[src/sv/eihp_pkg.sv]
// Package with the types, codes and lookup functions shared by the header parser.
package eihp_pkg;

  localparam int MaxFrameBytes = 16384;
  localparam int PosW = 15;
  localparam int QueueDepth = 2;
  localparam int QPtrW = $clog2(QueueDepth);
  localparam int QCntW = $clog2(QueueDepth + 1);

  typedef enum logic [3:0] {
    ST_OK          = 4'd0,
    ST_SHORT_MAC   = 4'd1,
    ST_UNKNOWN_NET = 4'd2,
    ST_IPV6        = 4'd3,
    ST_SHORT_IPV4  = 4'd4,
    ST_SHORT_ARP   = 4'd5,
    ST_ARP_DONE    = 4'd6,
    ST_UNKNOWN_TR  = 4'd7,
    ST_SHORT_ICMP  = 4'd8,
    ST_SHORT_TCP   = 4'd9,
    ST_SHORT_UDP   = 4'd10,
    ST_BAD_IHL     = 4'd11
  } status_t;

  localparam logic [1:0] NET_UNKNOWN = 2'd0;
  localparam logic [1:0] NET_IPV4    = 2'd1;
  localparam logic [1:0] NET_IPV6    = 2'd2;
  localparam logic [1:0] NET_ARP     = 2'd3;

  localparam logic [1:0] TR_UNKNOWN = 2'd0;
  localparam logic [1:0] TR_ICMP    = 2'd1;
  localparam logic [1:0] TR_TCP     = 2'd2;
  localparam logic [1:0] TR_UDP     = 2'd3;

  localparam logic [15:0] ETH_IPV4 = 16'h0800;
  localparam logic [15:0] ETH_IPV6 = 16'h86DD;
  localparam logic [15:0] ETH_ARP  = 16'h0806;

  localparam logic [7:0] PROTO_ICMP = 8'd1;
  localparam logic [7:0] PROTO_TCP  = 8'd6;
  localparam logic [7:0] PROTO_UDP  = 8'd17;

  typedef struct packed {
    logic [7:0] data_byte;
    logic       frame_end;
  } in_item_t;

  typedef struct packed {
    logic [3:0]  status;
    logic [1:0]  network_kind;
    logic [1:0]  transport_kind;
    logic [47:0] source_mac;
    logic [47:0] dest_mac;
    logic [31:0] source_ip;
    logic [31:0] dest_ip;
    logic [15:0] ip_payload_len;
    logic [15:0] src_l4_port;
    logic [15:0] dest_port;
    logic [5:0]  tcp_flag_bits;
    logic [3:0]  message_class;
  } out_item_t;

  // Snapshot of one finished frame, handed from the capture side to the decoder.
  typedef struct packed {
    logic [PosW-1:0] frame_len;
    logic [15:0]     ether_kind;
    logic [47:0]     src_mac;
    logic [47:0]     dst_mac;
    logic [3:0]      ihl;
    logic [15:0]     total_len;
    logic [7:0]      protocol;
    logic [31:0]     src_ip;
    logic [31:0]     dst_ip;
    logic [15:0]     src_port;
    logic [15:0]     dst_port;
    logic [5:0]      flags;
    logic [15:0]     message;
  } frame_snap_t;

  function automatic logic [3:0] icmp_class(input logic [7:0] kind);
    logic [3:0] c;
    begin
      unique case (kind)
        8'd0:  c = 4'd0;
        8'd3:  c = 4'd1;
        8'd4:  c = 4'd2;
        8'd5:  c = 4'd3;
        8'd8:  c = 4'd4;
        8'd11: c = 4'd5;
        8'd12: c = 4'd6;
        8'd13: c = 4'd7;
        8'd14: c = 4'd8;
        8'd15: c = 4'd9;
        8'd16: c = 4'd10;
        8'd17: c = 4'd11;
        8'd18: c = 4'd12;
        default: c = 4'd13;
      endcase
      return c;
    end
  endfunction

  function automatic logic [3:0] arp_class(input logic [15:0] op);
    logic [3:0] c;
    begin
      unique case (op)
        16'd1:  c = 4'd0;
        16'd2:  c = 4'd1;
        16'd3:  c = 4'd2;
        16'd4:  c = 4'd3;
        16'd8:  c = 4'd4;
        16'd9:  c = 4'd5;
        16'd10: c = 4'd6;
        default: c = 4'd7;
      endcase
      return c;
    end
  endfunction

endpackage

[src/sv/eihp_capture.sv]
// Front end: counts frame bytes and captures header fields by position.
module eihp_capture (
  input  logic                 clk,
  input  logic                 rst_n,
  input  logic                 in_valid,
  output logic                 in_ready,
  input  eihp_pkg::in_item_t   in_data,
  output logic                 snap_valid,
  input  logic                 snap_ready,
  output eihp_pkg::frame_snap_t snap_data
);
  import eihp_pkg::*;

  logic [PosW-1:0] pos_r, pos_nxt;
  logic [15:0] ek_r, ek_nxt;
  logic [47:0] smac_r, smac_nxt, dmac_r, dmac_nxt;
  logic [3:0]  ihl_r, ihl_nxt;
  logic [15:0] tl_r, tl_nxt;
  logic [7:0]  proto_r, proto_nxt;
  logic [31:0] sip_r, sip_nxt, dip_r, dip_nxt;
  logic [15:0] sp_r, sp_nxt, dp_r, dp_nxt;
  logic [5:0]  fl_r, fl_nxt;
  logic [15:0] msg_r, msg_nxt;

  logic            fire, keep;
  logic [PosW-1:0] pos_inc, t_start, off;
  logic [7:0]      b;

  assign in_ready   = snap_ready;
  assign fire       = in_valid & in_ready;
  assign snap_valid = fire & in_data.frame_end;
  assign b          = in_data.data_byte;
  assign keep       = pos_r < PosW'(MaxFrameBytes);
  assign pos_inc    = keep ? pos_r + PosW'(1) : pos_r;
  assign t_start    = PosW'(14) + {{(PosW-6){1'b0}}, ihl_r, 2'b00};
  assign off        = pos_r - t_start;

  always_comb begin
    pos_nxt = pos_r; ek_nxt = ek_r; smac_nxt = smac_r; dmac_nxt = dmac_r;
    ihl_nxt = ihl_r; tl_nxt = tl_r; proto_nxt = proto_r; sip_nxt = sip_r;
    dip_nxt = dip_r; sp_nxt = sp_r; dp_nxt = dp_r; fl_nxt = fl_r; msg_nxt = msg_r;
    if (fire && keep) begin
      pos_nxt = pos_inc;
      if (pos_r < PosW'(6)) begin
        dmac_nxt = {dmac_r[39:0], b};
      end else if (pos_r < PosW'(12)) begin
        smac_nxt = {smac_r[39:0], b};
      end else if (pos_r < PosW'(14)) begin
        ek_nxt = {ek_r[7:0], b};
      end else if (ek_r == ETH_IPV4) begin
        if (pos_r == PosW'(14)) ihl_nxt = b[3:0];
        else if (pos_r == PosW'(16) || pos_r == PosW'(17)) tl_nxt = {tl_r[7:0], b};
        else if (pos_r == PosW'(23)) proto_nxt = b;
        else if (pos_r >= PosW'(26) && pos_r < PosW'(30)) sip_nxt = {sip_r[23:0], b};
        else if (pos_r >= PosW'(30) && pos_r < PosW'(34)) dip_nxt = {dip_r[23:0], b};
        if (pos_r > PosW'(14) && ihl_r >= 4'd5 && pos_r >= t_start) begin
          if (off < PosW'(2)) sp_nxt = {sp_r[7:0], b};
          else if (off < PosW'(4)) dp_nxt = {dp_r[7:0], b};
          if (off == PosW'(0)) msg_nxt = {8'd0, b};
          if (off == PosW'(13)) fl_nxt = b[5:0];
        end
      end else if (ek_r == ETH_ARP) begin
        if (pos_r == PosW'(20) || pos_r == PosW'(21)) msg_nxt = {msg_r[7:0], b};
      end
    end
    if (snap_valid) begin
      pos_nxt = '0; ek_nxt = '0; smac_nxt = '0; dmac_nxt = '0; ihl_nxt = '0;
      tl_nxt = '0; proto_nxt = '0; sip_nxt = '0; dip_nxt = '0; sp_nxt = '0;
      dp_nxt = '0; fl_nxt = '0; msg_nxt = '0;
    end
  end

  // Snapshot carries this byte's contribution as well.
  always_comb begin
    snap_data = '{frame_len: pos_inc, ether_kind: ek_nxt, src_mac: smac_nxt,
                  dst_mac: dmac_nxt, ihl: ihl_nxt, total_len: tl_nxt,
                  protocol: proto_nxt, src_ip: sip_nxt, dst_ip: dip_nxt,
                  src_port: sp_nxt, dst_port: dp_nxt, flags: fl_nxt,
                  message: msg_nxt};
    if (snap_valid) begin
      snap_data = '{frame_len: pos_inc, ether_kind: ek_r, src_mac: smac_r,
                    dst_mac: dmac_r, ihl: ihl_r, total_len: tl_r,
                    protocol: proto_r, src_ip: sip_r, dst_ip: dip_r,
                    src_port: sp_r, dst_port: dp_r, flags: fl_r, message: msg_r};
      if (keep) begin
        if (pos_r < PosW'(6)) snap_data.dst_mac = {dmac_r[39:0], b};
        else if (pos_r < PosW'(12)) snap_data.src_mac = {smac_r[39:0], b};
        else if (pos_r < PosW'(14)) snap_data.ether_kind = {ek_r[7:0], b};
        else if (ek_r == ETH_IPV4) begin
          if (pos_r == PosW'(14)) snap_data.ihl = b[3:0];
          else if (pos_r == PosW'(16) || pos_r == PosW'(17)) snap_data.total_len = {tl_r[7:0], b};
          else if (pos_r == PosW'(23)) snap_data.protocol = b;
          else if (pos_r >= PosW'(26) && pos_r < PosW'(30)) snap_data.src_ip = {sip_r[23:0], b};
          else if (pos_r >= PosW'(30) && pos_r < PosW'(34)) snap_data.dst_ip = {dip_r[23:0], b};
          if (pos_r > PosW'(14) && ihl_r >= 4'd5 && pos_r >= t_start) begin
            if (off < PosW'(2)) snap_data.src_port = {sp_r[7:0], b};
            else if (off < PosW'(4)) snap_data.dst_port = {dp_r[7:0], b};
            if (off == PosW'(0)) snap_data.message = {8'd0, b};
            if (off == PosW'(13)) snap_data.flags = b[5:0];
          end
        end else if (ek_r == ETH_ARP) begin
          if (pos_r == PosW'(20) || pos_r == PosW'(21)) snap_data.message = {msg_r[7:0], b};
        end
      end
    end
  end

  always_ff @(posedge clk) begin
    if (!rst_n) begin
      pos_r <= '0; ek_r <= '0; smac_r <= '0; dmac_r <= '0; ihl_r <= '0;
      tl_r <= '0; proto_r <= '0; sip_r <= '0; dip_r <= '0; sp_r <= '0;
      dp_r <= '0; fl_r <= '0; msg_r <= '0;
    end else begin
      pos_r <= pos_nxt; ek_r <= ek_nxt; smac_r <= smac_nxt; dmac_r <= dmac_nxt;
      ihl_r <= ihl_nxt; tl_r <= tl_nxt; proto_r <= proto_nxt; sip_r <= sip_nxt;
      dip_r <= dip_nxt; sp_r <= sp_nxt; dp_r <= dp_nxt; fl_r <= fl_nxt;
      msg_r <= msg_nxt;
    end
  end

endmodule

[src/sv/eihp_queue.sv]
// Short queue of frame snapshots between the capture and decode sides.
module eihp_queue (
  input  logic                  clk,
  input  logic                  rst_n,
  input  logic                  wr_valid,
  output logic                  wr_ready,
  input  eihp_pkg::frame_snap_t wr_data,
  output logic                  rd_valid,
  input  logic                  rd_ready,
  output eihp_pkg::frame_snap_t rd_data
);
  import eihp_pkg::*;

  frame_snap_t      mem_r [QueueDepth];
  logic [QPtrW-1:0] wp_r, wp_nxt, rp_r, rp_nxt;
  logic [QCntW-1:0] cnt_r, cnt_nxt;
  logic             push, pop;

  assign wr_ready = cnt_r != QCntW'(QueueDepth);
  assign rd_valid = cnt_r != '0;
  assign rd_data  = mem_r[rp_r];
  assign push     = wr_valid & wr_ready;
  assign pop      = rd_valid & rd_ready;

  always_comb begin
    wp_nxt = wp_r;
    rp_nxt = rp_r;
    if (push) wp_nxt = (wp_r == QPtrW'(QueueDepth - 1)) ? '0 : wp_r + QPtrW'(1);
    if (pop) rp_nxt = (rp_r == QPtrW'(QueueDepth - 1)) ? '0 : rp_r + QPtrW'(1);
    cnt_nxt = cnt_r + QCntW'(push) - QCntW'(pop);
  end

  always_ff @(posedge clk) begin
    if (push) mem_r[wp_r] <= wr_data;
  end

  always_ff @(posedge clk) begin
    if (!rst_n) begin
      wp_r <= '0; rp_r <= '0; cnt_r <= '0;
    end else begin
      wp_r <= wp_nxt; rp_r <= rp_nxt; cnt_r <= cnt_nxt;
    end
  end

endmodule

[src/sv/eihp_decode.sv]
// Back end: checks layer lengths, builds the status and fields, holds the result.
module eihp_decode (
  input  logic                  clk,
  input  logic                  rst_n,
  input  logic                  snap_valid,
  output logic                  snap_ready,
  input  eihp_pkg::frame_snap_t snap_data,
  output logic                  out_valid,
  input  logic                  out_ready,
  output eihp_pkg::out_item_t   out_data
);
  import eihp_pkg::*;

  logic        valid_r, valid_nxt;
  out_item_t   res_r, res_nxt, r;
  logic [PosW-1:0] rest, hl, avail;
  logic [1:0]  tk;
  logic [15:0] hl16;

  assign snap_ready = !valid_r || out_ready;
  assign out_valid  = valid_r;
  assign out_data   = res_r;

  always_comb begin
    r     = '0;
    rest  = snap_data.frame_len - PosW'(14);
    hl    = {{(PosW-6){1'b0}}, snap_data.ihl, 2'b00};
    hl16  = {10'd0, snap_data.ihl, 2'b00};
    avail = rest - hl;
    unique case (snap_data.protocol)
      PROTO_ICMP: tk = TR_ICMP;
      PROTO_TCP:  tk = TR_TCP;
      PROTO_UDP:  tk = TR_UDP;
      default:    tk = TR_UNKNOWN;
    endcase
    if (snap_data.frame_len < PosW'(14)) begin
      r.status = ST_SHORT_MAC;
    end else begin
      r.source_mac = snap_data.src_mac;
      r.dest_mac   = snap_data.dst_mac;
      if (snap_data.ether_kind == ETH_IPV4) begin
        r.network_kind = NET_IPV4;
        if (rest < PosW'(20)) begin
          r.status = ST_SHORT_IPV4;
        end else begin
          r.transport_kind = tk;
          r.source_ip      = snap_data.src_ip;
          r.dest_ip        = snap_data.dst_ip;
          r.ip_payload_len = snap_data.total_len > hl16 ? snap_data.total_len - hl16 : 16'd0;
          if (snap_data.ihl < 4'd5 || hl > rest) r.status = ST_BAD_IHL;
          else if (tk == TR_UNKNOWN) r.status = ST_UNKNOWN_TR;
          else if (tk == TR_ICMP) begin
            if (avail < PosW'(8)) r.status = ST_SHORT_ICMP;
            else r.message_class = icmp_class(snap_data.message[7:0]);
          end else if (tk == TR_TCP) begin
            if (avail < PosW'(20)) r.status = ST_SHORT_TCP;
            else begin
              r.src_l4_port = snap_data.src_port; r.dest_port = snap_data.dst_port;
              r.tcp_flag_bits = snap_data.flags;
            end
          end else begin
            if (avail < PosW'(8)) r.status = ST_SHORT_UDP;
            else begin
              r.src_l4_port = snap_data.src_port; r.dest_port = snap_data.dst_port;
            end
          end
        end
      end else if (snap_data.ether_kind == ETH_IPV6) begin
        r.status = ST_IPV6; r.network_kind = NET_IPV6;
      end else if (snap_data.ether_kind == ETH_ARP) begin
        r.network_kind = NET_ARP;
        if (rest < PosW'(8)) r.status = ST_SHORT_ARP;
        else begin
          r.status = ST_ARP_DONE; r.message_class = arp_class(snap_data.message);
        end
      end else begin
        r.status = ST_UNKNOWN_NET;
      end
    end
    valid_nxt = valid_r;
    res_nxt   = res_r;
    if (snap_ready) begin
      valid_nxt = snap_valid;
      if (snap_valid) res_nxt = r;
    end
  end

  always_ff @(posedge clk) begin
    res_r <= res_nxt;
  end

  always_ff @(posedge clk) begin
    if (!rst_n) valid_r <= 1'b0;
    else valid_r <= valid_nxt;
  end

endmodule

[src/sv/ethernet_ipv4_header_parser_unit.sv]
// Top level of the Ethernet/IPv4 header parser.
// Throughput: one byte item per clock; the input stalls only if three frame results wait
// unread (two in the snapshot queue, one in the decode output register).
// Result path: the snapshot of a frame's final byte is written into the snapshot queue,
// then decoded into the decode output register.
// Reset: synchronous, active low; clears the byte counter, captured fields,
// queue pointers and the output valid flag.
module ethernet_ipv4_header_parser_unit (
  input  logic                clk,
  input  logic                rst_n,
  input  logic                in_valid,
  output logic                in_ready,
  input  eihp_pkg::in_item_t  in_data,
  output logic                out_valid,
  input  logic                out_ready,
  output eihp_pkg::out_item_t out_data
);
  import eihp_pkg::*;

  // Front side: each byte advances the counter until it reaches MaxFrameBytes; the final byte emits a snapshot.
  logic        cap_valid, cap_ready, dec_valid, dec_ready;
  frame_snap_t cap_snap, dec_snap;

  eihp_capture u_capture (
    .clk, .rst_n, .in_valid, .in_ready, .in_data,
    .snap_valid(cap_valid), .snap_ready(cap_ready), .snap_data(cap_snap)
  );

  // The queue lets bytes keep flowing while a result waits at the output.
  eihp_queue u_queue (
    .clk, .rst_n,
    .wr_valid(cap_valid), .wr_ready(cap_ready), .wr_data(cap_snap),
    .rd_valid(dec_valid), .rd_ready(dec_ready), .rd_data(dec_snap)
  );

  // Back side: length checks and classification into the output register.
  eihp_decode u_decode (
    .clk, .rst_n,
    .snap_valid(dec_valid), .snap_ready(dec_ready), .snap_data(dec_snap),
    .out_valid, .out_ready, .out_data
  );

endmodule

[config.mk]
export PLATFORM = sky130hd
export DESIGN_NAME = ethernet_ipv4_header_parser_unit
export DESIGN_NICKNAME = d
export VERILOG_FILES = /design/src/sv/eihp_pkg.sv /design/src/sv/eihp_capture.sv /design/src/sv/eihp_queue.sv /design/src/sv/eihp_decode.sv /design/src/sv/ethernet_ipv4_header_parser_unit.sv
export SDC_FILE = /design/constraint.sdc
export NUM_CORES = 1
export LEC_CHECK = 0
export BUFFER_PORTS_ARGS = -buffer_cell sky130_fd_sc_hd__buf_2
export CAP_MARGIN = 20
export CORE_ASPECT_RATIO = 1.25
export CORE_UTILIZATION = 60
export CTS_BUF_LIST = sky130_fd_sc_hd__clkbuf_2
export CTS_CLUSTER_DIAMETER = 120
export DETAILED_ROUTE_END_ITERATION = 8
export GPL_TIMING_DRIVEN = 0
export PLACE_DENSITY = 0.79
export SLEW_MARGIN = 15
export SYNTH_ARGS = -nofsm -noshare
export SYNTH_HDL_FRONTEND = slang
export SYNTH_SLANG_ARGS = --single-unit
[constraint.sdc]
create_clock -name clk -period 15.2 [get_ports clk]
set_input_delay 0.76 -clock clk [delete_from_list [all_inputs] [get_ports clk]]
set_output_delay 0.76 -clock clk [all_outputs]
set_load 0.02 [all_outputs]
## After elaboration in Yosys (flattened, before gate mapping)

Memory sizes are Yosys's and may differ from the RTL's. A register that Yosys moved wholly into a read port is not among the register bits.
Cells that the tools add are included.

- Logic and storage cells: 256
- Output and inout bits: 228
- Memory bits (read-only): 128
- Bits in latches: 0
- Memory bits (writable): 546
- Memories kept: 2
- Input bits: 13
- Register bits after elaboration: 504

- Add/subtract/negate cells: 10
- Div/mod/pow operators: 0
- Multiply operators: 0
- Shifts and indexed selects: 0
- Muxes and demuxes: 139
- Bitwise operators: 8
- $lt $le $gt $ge: 21
- Reduce and logical (&&, ||, !) cells: 21
- Equality and inequality tests: 25

Memory list:

| name | words | width | rd ports | clocked after Yosys merged registers in | write ports | RTL line | RTL |
|---|---|---|---|---|---|---|---|
| u_queue.mem_r | 2 | 273 | 1 | 1 | 1 | eihp_queue.sv:14 | `frame_snap_t mem_r [QueueDepth];` |
| (name not given) | 32 | 4 | 1 | 0 | 0 | eihp_pkg.sv:83 | `unique case (kind)` |

Operators with widths:

| cell | count |
|---|---|
| 32-bit 2-to-1 mux | 23 |
| 16-bit 2-to-1 mux | 41 |
| 258-bit 2-to-1 mux | 2 |
| 146-bit 2-to-1 mux | 3 |
| 48-bit 2-to-1 mux | 7 |
| 130-bit 2-to-1 mux | 1 |
| 64-bit 2-to-1 mux | 2 |
| 4-bit 2-to-1 mux | 25 |
| 88-bit 2-to-1 mux | 1 |
| 15-bit by 5-bit equality test with 1-bit output (second input constant) | 5 |
| 15-bit by 4-bit < comparator with 1-bit output (second input constant) | 5 |
| 72-bit 2-to-1 mux | 1 |
| 8-bit 2-to-1 mux | 9 |
| 16-bit by 12-bit equality test with 1-bit output (second input constant) | 4 |
| 6-bit 2-to-1 mux | 10 |
| 54-bit 2-to-1 mux | 1 |
| 16-bit by 4-bit equality test with 1-bit output (second input constant) | 3 |
| 15-bit by 5-bit < comparator with 1-bit output (second input constant) | 3 |
| 38-bit 2-to-1 mux | 1 |
| 16-bit by 2-bit equality test with 1-bit output (second input constant) | 2 |
| 15-bit by 4-bit equality test with 1-bit output (second input constant) | 2 |
| 15-bit by 5-bit >= comparator with 1-bit output (second input constant) | 2 |
| 15-bit by 3-bit < comparator with 1-bit output (second input constant) | 2 |
| 3-bit one-hot mux with 7 select lines | 1 |
| 47 further kinds | 68 |

## Longest topological paths before layout

- Depth in word-level cells: 14
- Depth in mapped cells: 24

## By module

From an unflattened synthesis, not the netlist that was laid out.

- Cells, all modules: 2885
- Area, all modules: 42219.2 µm²

By module, submodules not included:

| module | cells an instance | area an instance (µm²) | instances | sequential area each (µm²) |
|---|---|---|---|---|
| eihp_queue | 878 | 20113.0 | 1 | 16495.8 |
| eihp_capture | 1283 | 12069.1 | 1 | 5465.2 |
| eihp_decode | 724 | 10037.1 | 1 | 6806.5 |

## Worst setup path after synthesis

Ideal clock, no wire load.

- Kind: input to register
- Start: input port in_valid
- End: register u_queue.wp_r
- Arrival time: 13.198 ns
- Stages: 4
- Slack: 1.891 ns
- Data required time: 15.089 ns
- Cells stage by stage: and2_1 -> nand2_1 -> nor2_1 -> o21a_1

- Word-level cells in the longest chain between the ends: 3

RTL lines:

| item | RTL line | RTL |
|---|---|---|
| start: declaration | ethernet_ipv4_header_parser_unit.sv:11 | `input logic in_valid,` |
| 1-bit AND | eihp_capture.sv:30 | `assign fire = in_valid & in_ready;` |
| 1-bit AND | eihp_capture.sv:31 | `assign snap_valid = fire & in_data.frame_end;` |
| 1-bit AND | eihp_queue.sv:22 | `assign push = wr_valid & wr_ready;` |
| end signal: assignment | eihp_queue.sv:41 | `wp_r <= wp_nxt; rp_r <= rp_nxt; cnt_r <= cnt_nxt;` |
| end: declaration | eihp_queue.sv:15 | `logic [QPtrW-1:0] wp_r, wp_nxt, rp_r, rp_nxt;` |

Every way passes these cells.
A chain may end at the register's enable or synchronous reset.

==> qor.csv <==
metric,value,unit
outcome,finished clean,
synth_nets,2764,
htree_levels,4,
path_class,register to register,
core_area,67100,µm²
synth_edf_count,770,
areaGrowthSynthToFinish,12.9,%
syn_area,40900,µm²
grt_pass1_wl,135000,µm
finalCritPeriodShare,0.603,
antenna_found_initial,4,
dp_hpwl,61000,µm
fin_crit,9.17,ns
yosys_warnings,0,
ir_drop,0.0805,mV
slew_violations,0,
max_freq,0.109,GHz
r2r-end,u_decode.out_data[7]$_SDFFCE_PP0P_,
track_usage,0.258,
yosys_most_used_dff,edfxtp_1,
end_kind,register,
finalHoldViolCount,0,
drive_gt1_frac,0.291,
r2r_slack,6.03,ns
endpoint,u_decode.out_data[7]$_SDFFCE_PP0P_,
numCtsBuffers,227,
cp_max_fo,10,
rsz0062_at_grt,false,
path_clk_slew,0.12,ns
numPortBuffers,238,
worst_slack,6.03,ns
wl,88600,µm
cp_data_required_time,16.34,ns
synth_cell_types,83,
maxCapViolations,0,
postSynth.asyncResetShare,0,
grt_start_max_net_pins,54,
clk_path_buf_depth,3,
postLayoutCoreUtil,0.689,
r2r_cells,23,
ant_nets,0,
timing.hold.worst.class,input port to register,
gp_congestion,0.882,
p_leak,17.5,nW
hold_buffers,16,
setup_viol,0,
drc_errors,0,
nFillCells,4536,
drtIter0Drc,1880,
vias_per_cell,5.60,
grt_pass1_vias,24325,
final.setup_skew,0.0750,ns
start_util,0.610,
grt_overflow,0,
ios,241,
cts_tree,done,
max_slew_margin,0.196,
tightest_slew,1.21,ns
clock_latency,1.47,ns
cp-start-kind,register,
die_y,294,µm
cts_resized,0,
nNetsFinal,3274,
cp.arrival,10.31,ns
wl_per_cell,20.6,µm
seq_area_frac_synth,0.702,
dr_total_vias,24087,
cts-root-buf,clkbuf_2,
first_pass_iters,7,
power_density,148,nW/µm²
ys_seq_elements,1049,
clock_sinks,1049,
synth.avg_cell_area,15.0,µm²
die_area,69200,µm²
core.rowCount,106,
die_w,236,µm
syn_inst,2721,
cts_setup_buffers,0,
dp_slack,6.04,ns
==> synthesized netlist by cell type (all sizes together) (20+ instances only) <==
library cell  instances  area (µm²)
a21oi                37         185
nor4                 20         131
nand2                64         240
xnor2                29         273
dfxtp               279        5590
nor3                 63         465
mux2                254        2860
inv                  21        78.8
nor2                236         886
nand3                38         190
ha                   27         338
and2                253        1580
o21ai                42         210
buf                  57         339
clkbuf               79         297
mux2i               233        2330
xor2                 25         219
edfxtp              770       23100
==> worst max-delay path, stage by stage (launching register included) <==
cell	delay, ns
dfxtp_1	0.37
buf_2	0.22
buf_2	0.28
buf_2	0.35
clkbuf_1	0.62
buf_1	0.72
clkbuf_1	0.76
buf_2	0.56
buf_2	0.36
buf_2	0.43
mux2_2	0.40
ha_1	0.30
and2_1	0.20
nor2_1	0.29
inv_1	0.12
fa_1	0.47
nor2b_1	0.13
o21a_1	0.24
nor4b_1	0.10
a2bb2oi_1	0.19
o21ai_0	0.11
or4b_4	0.61
nor4_2	0.80
nor3_1	0.26
==> metrics by stage <==
step	total power [mW]	instances	hold WS [ns]	TNS (ns)	instance area, µm²
final	6.86	4301	0.281	0	46200
after global routing	7.17	4301	0.111	0	46200
after CTS	6.91	4300	0.0876	0	46200
after detailed placement	5.15	3850	0.465	0	43800
after global placement	5.23	3823	0.444	-1323.90	43200
after floorplan	4.71	2721	0.436	0	40900
==> worst min path at each step <==
stage / start / end / slack (ns) / depth (start not counted)
2_1_floorplan: u_capture.msg_r[10]$_SDFF_PN0_ / u_capture.msg_r[10]$_SDFF_PN0_ / 0.44 / 2
3_3_place_gp: u_capture.msg_r[12]$_SDFF_PN0_ / u_capture.msg_r[12]$_SDFF_PN0_ / 0.44 / 2
3_5_place_dp: u_capture.msg_r[9]$_SDFF_PN0_ / u_capture.msg_r[9]$_SDFF_PN0_ / 0.46 / 2
4_1_cts: in_data[4] / u_queue.mem_r[1][121]$_DFFE_PP_ / 0.09 / 3
5_1_grt: in_data[4] / u_queue.mem_r[1][121]$_DFFE_PP_ / 0.11 / 3
6_report: in_data[4] / u_queue.mem_r[1][121]$_DFFE_PP_ / 0.28 / 3
==> power breakdown <==
group	total (mW)	leakage (nW)	internal [mW]	switching [mW]
Combinational	1.52	6.44	0.505	1.02
Clock	1.77	1.71	0.713	1.06
Sequential	3.57	9.37	3.46	0.108
==> logic make-up after synthesis <==
kind of cell / count (synthesis) / share of synthesized area
buffers and inverters: 157 / 0.0175
AND/OR/NAND/NOR: 787 / 0.106
adder cells (fa/ha/maj): 30 / 0.00972
AO/OA/AOI/OAI: 157 / 0.0263
XOR/XNOR: 54 / 0.0120
flip-flops: 1049 / 0.702
multiplexers: 487 / 0.127
==> cell usage in the layout, fill, tap and decap left out, types with 15 or more instances in the layout <==
master         synthesis  layout
edfxtp_1             770     770
clkbuf_2               0     374
dfxtp_1              279     279
buf_2                 37     276
and2_1               253     253
mux2_2               244     244
nor2_1               236     234
mux2i_1              233     233
clkbuf_1              79      76
nand2_1               64      64
clkinv_1               0      45
o21ai_0               42      42
nand3_1               38      38
a21oi_1               37      37
nor3_1                33      33
nor3_2                30      30
xnor2_1               28      28
ha_1                  27      27
xor2_1                25      25
inv_1                 21      21
nor4_1                19      18
dlygate4sd3_1          0      16
nand2b_1              15      15
==> final cells by class <==
| class | instances | area [µm²] | area share |
|---|---|---|---|
| multi-input cells | 1515 | 11500 | 0.249 |
| well taps | 864 | 1080 | 0.0234 |
| inverters | 21 | 78.8 | 0.00171 |
| repair buffers | 281 | 1950 | 0.0421 |
| plain buffers | 136 | 639 | 0.0138 |
| clock buffers | 371 | 1860 | 0.0402 |
| clock inverters | 63 | 374 | 0.00810 |
| diodes | 1 | 2.50 | 0.0000542 |
| flip-flops and latches | 1049 | 28700 | 0.621 |
==> registers in the layout, summed over array words and instances, names as in the netlist, named ones only <==
| register | flops |
|---|---|
| u_capture.pos_r | 15 |
| u_capture.sip_r | 32 |
| u_capture.fl_r | 6 |
| u_capture.sp_r | 16 |
| u_capture.proto_r | 8 |
| u_capture.tl_r | 16 |
| u_decode.out_data | 226 |
| u_capture.dp_r | 16 |
| u_decode.out_valid | 1 |
| u_capture.dmac_r | 48 |
| u_capture.dip_r | 32 |
| u_capture.smac_r | 48 |
| u_capture.ihl_r | 4 |
| u_capture.msg_r | 16 |
| u_capture.ek_r | 16 |
| u_queue.mem_r | 544 |
| u_queue.cnt_r | 2 |
| u_queue.wp_r | 1 |
| u_queue.rp_r | 1 |
==> per-layer routing <==
metal,routed length [µm],up-vias,global-route usage
li1,-,11196,-
met1,35800,11955,0.318
met3,4870,143,0.0522
met5,13,-,0
met2,45900,791,0.454
met4,1970,2,0.0890
No activity file was read; power rests on OpenSTA's default activity.
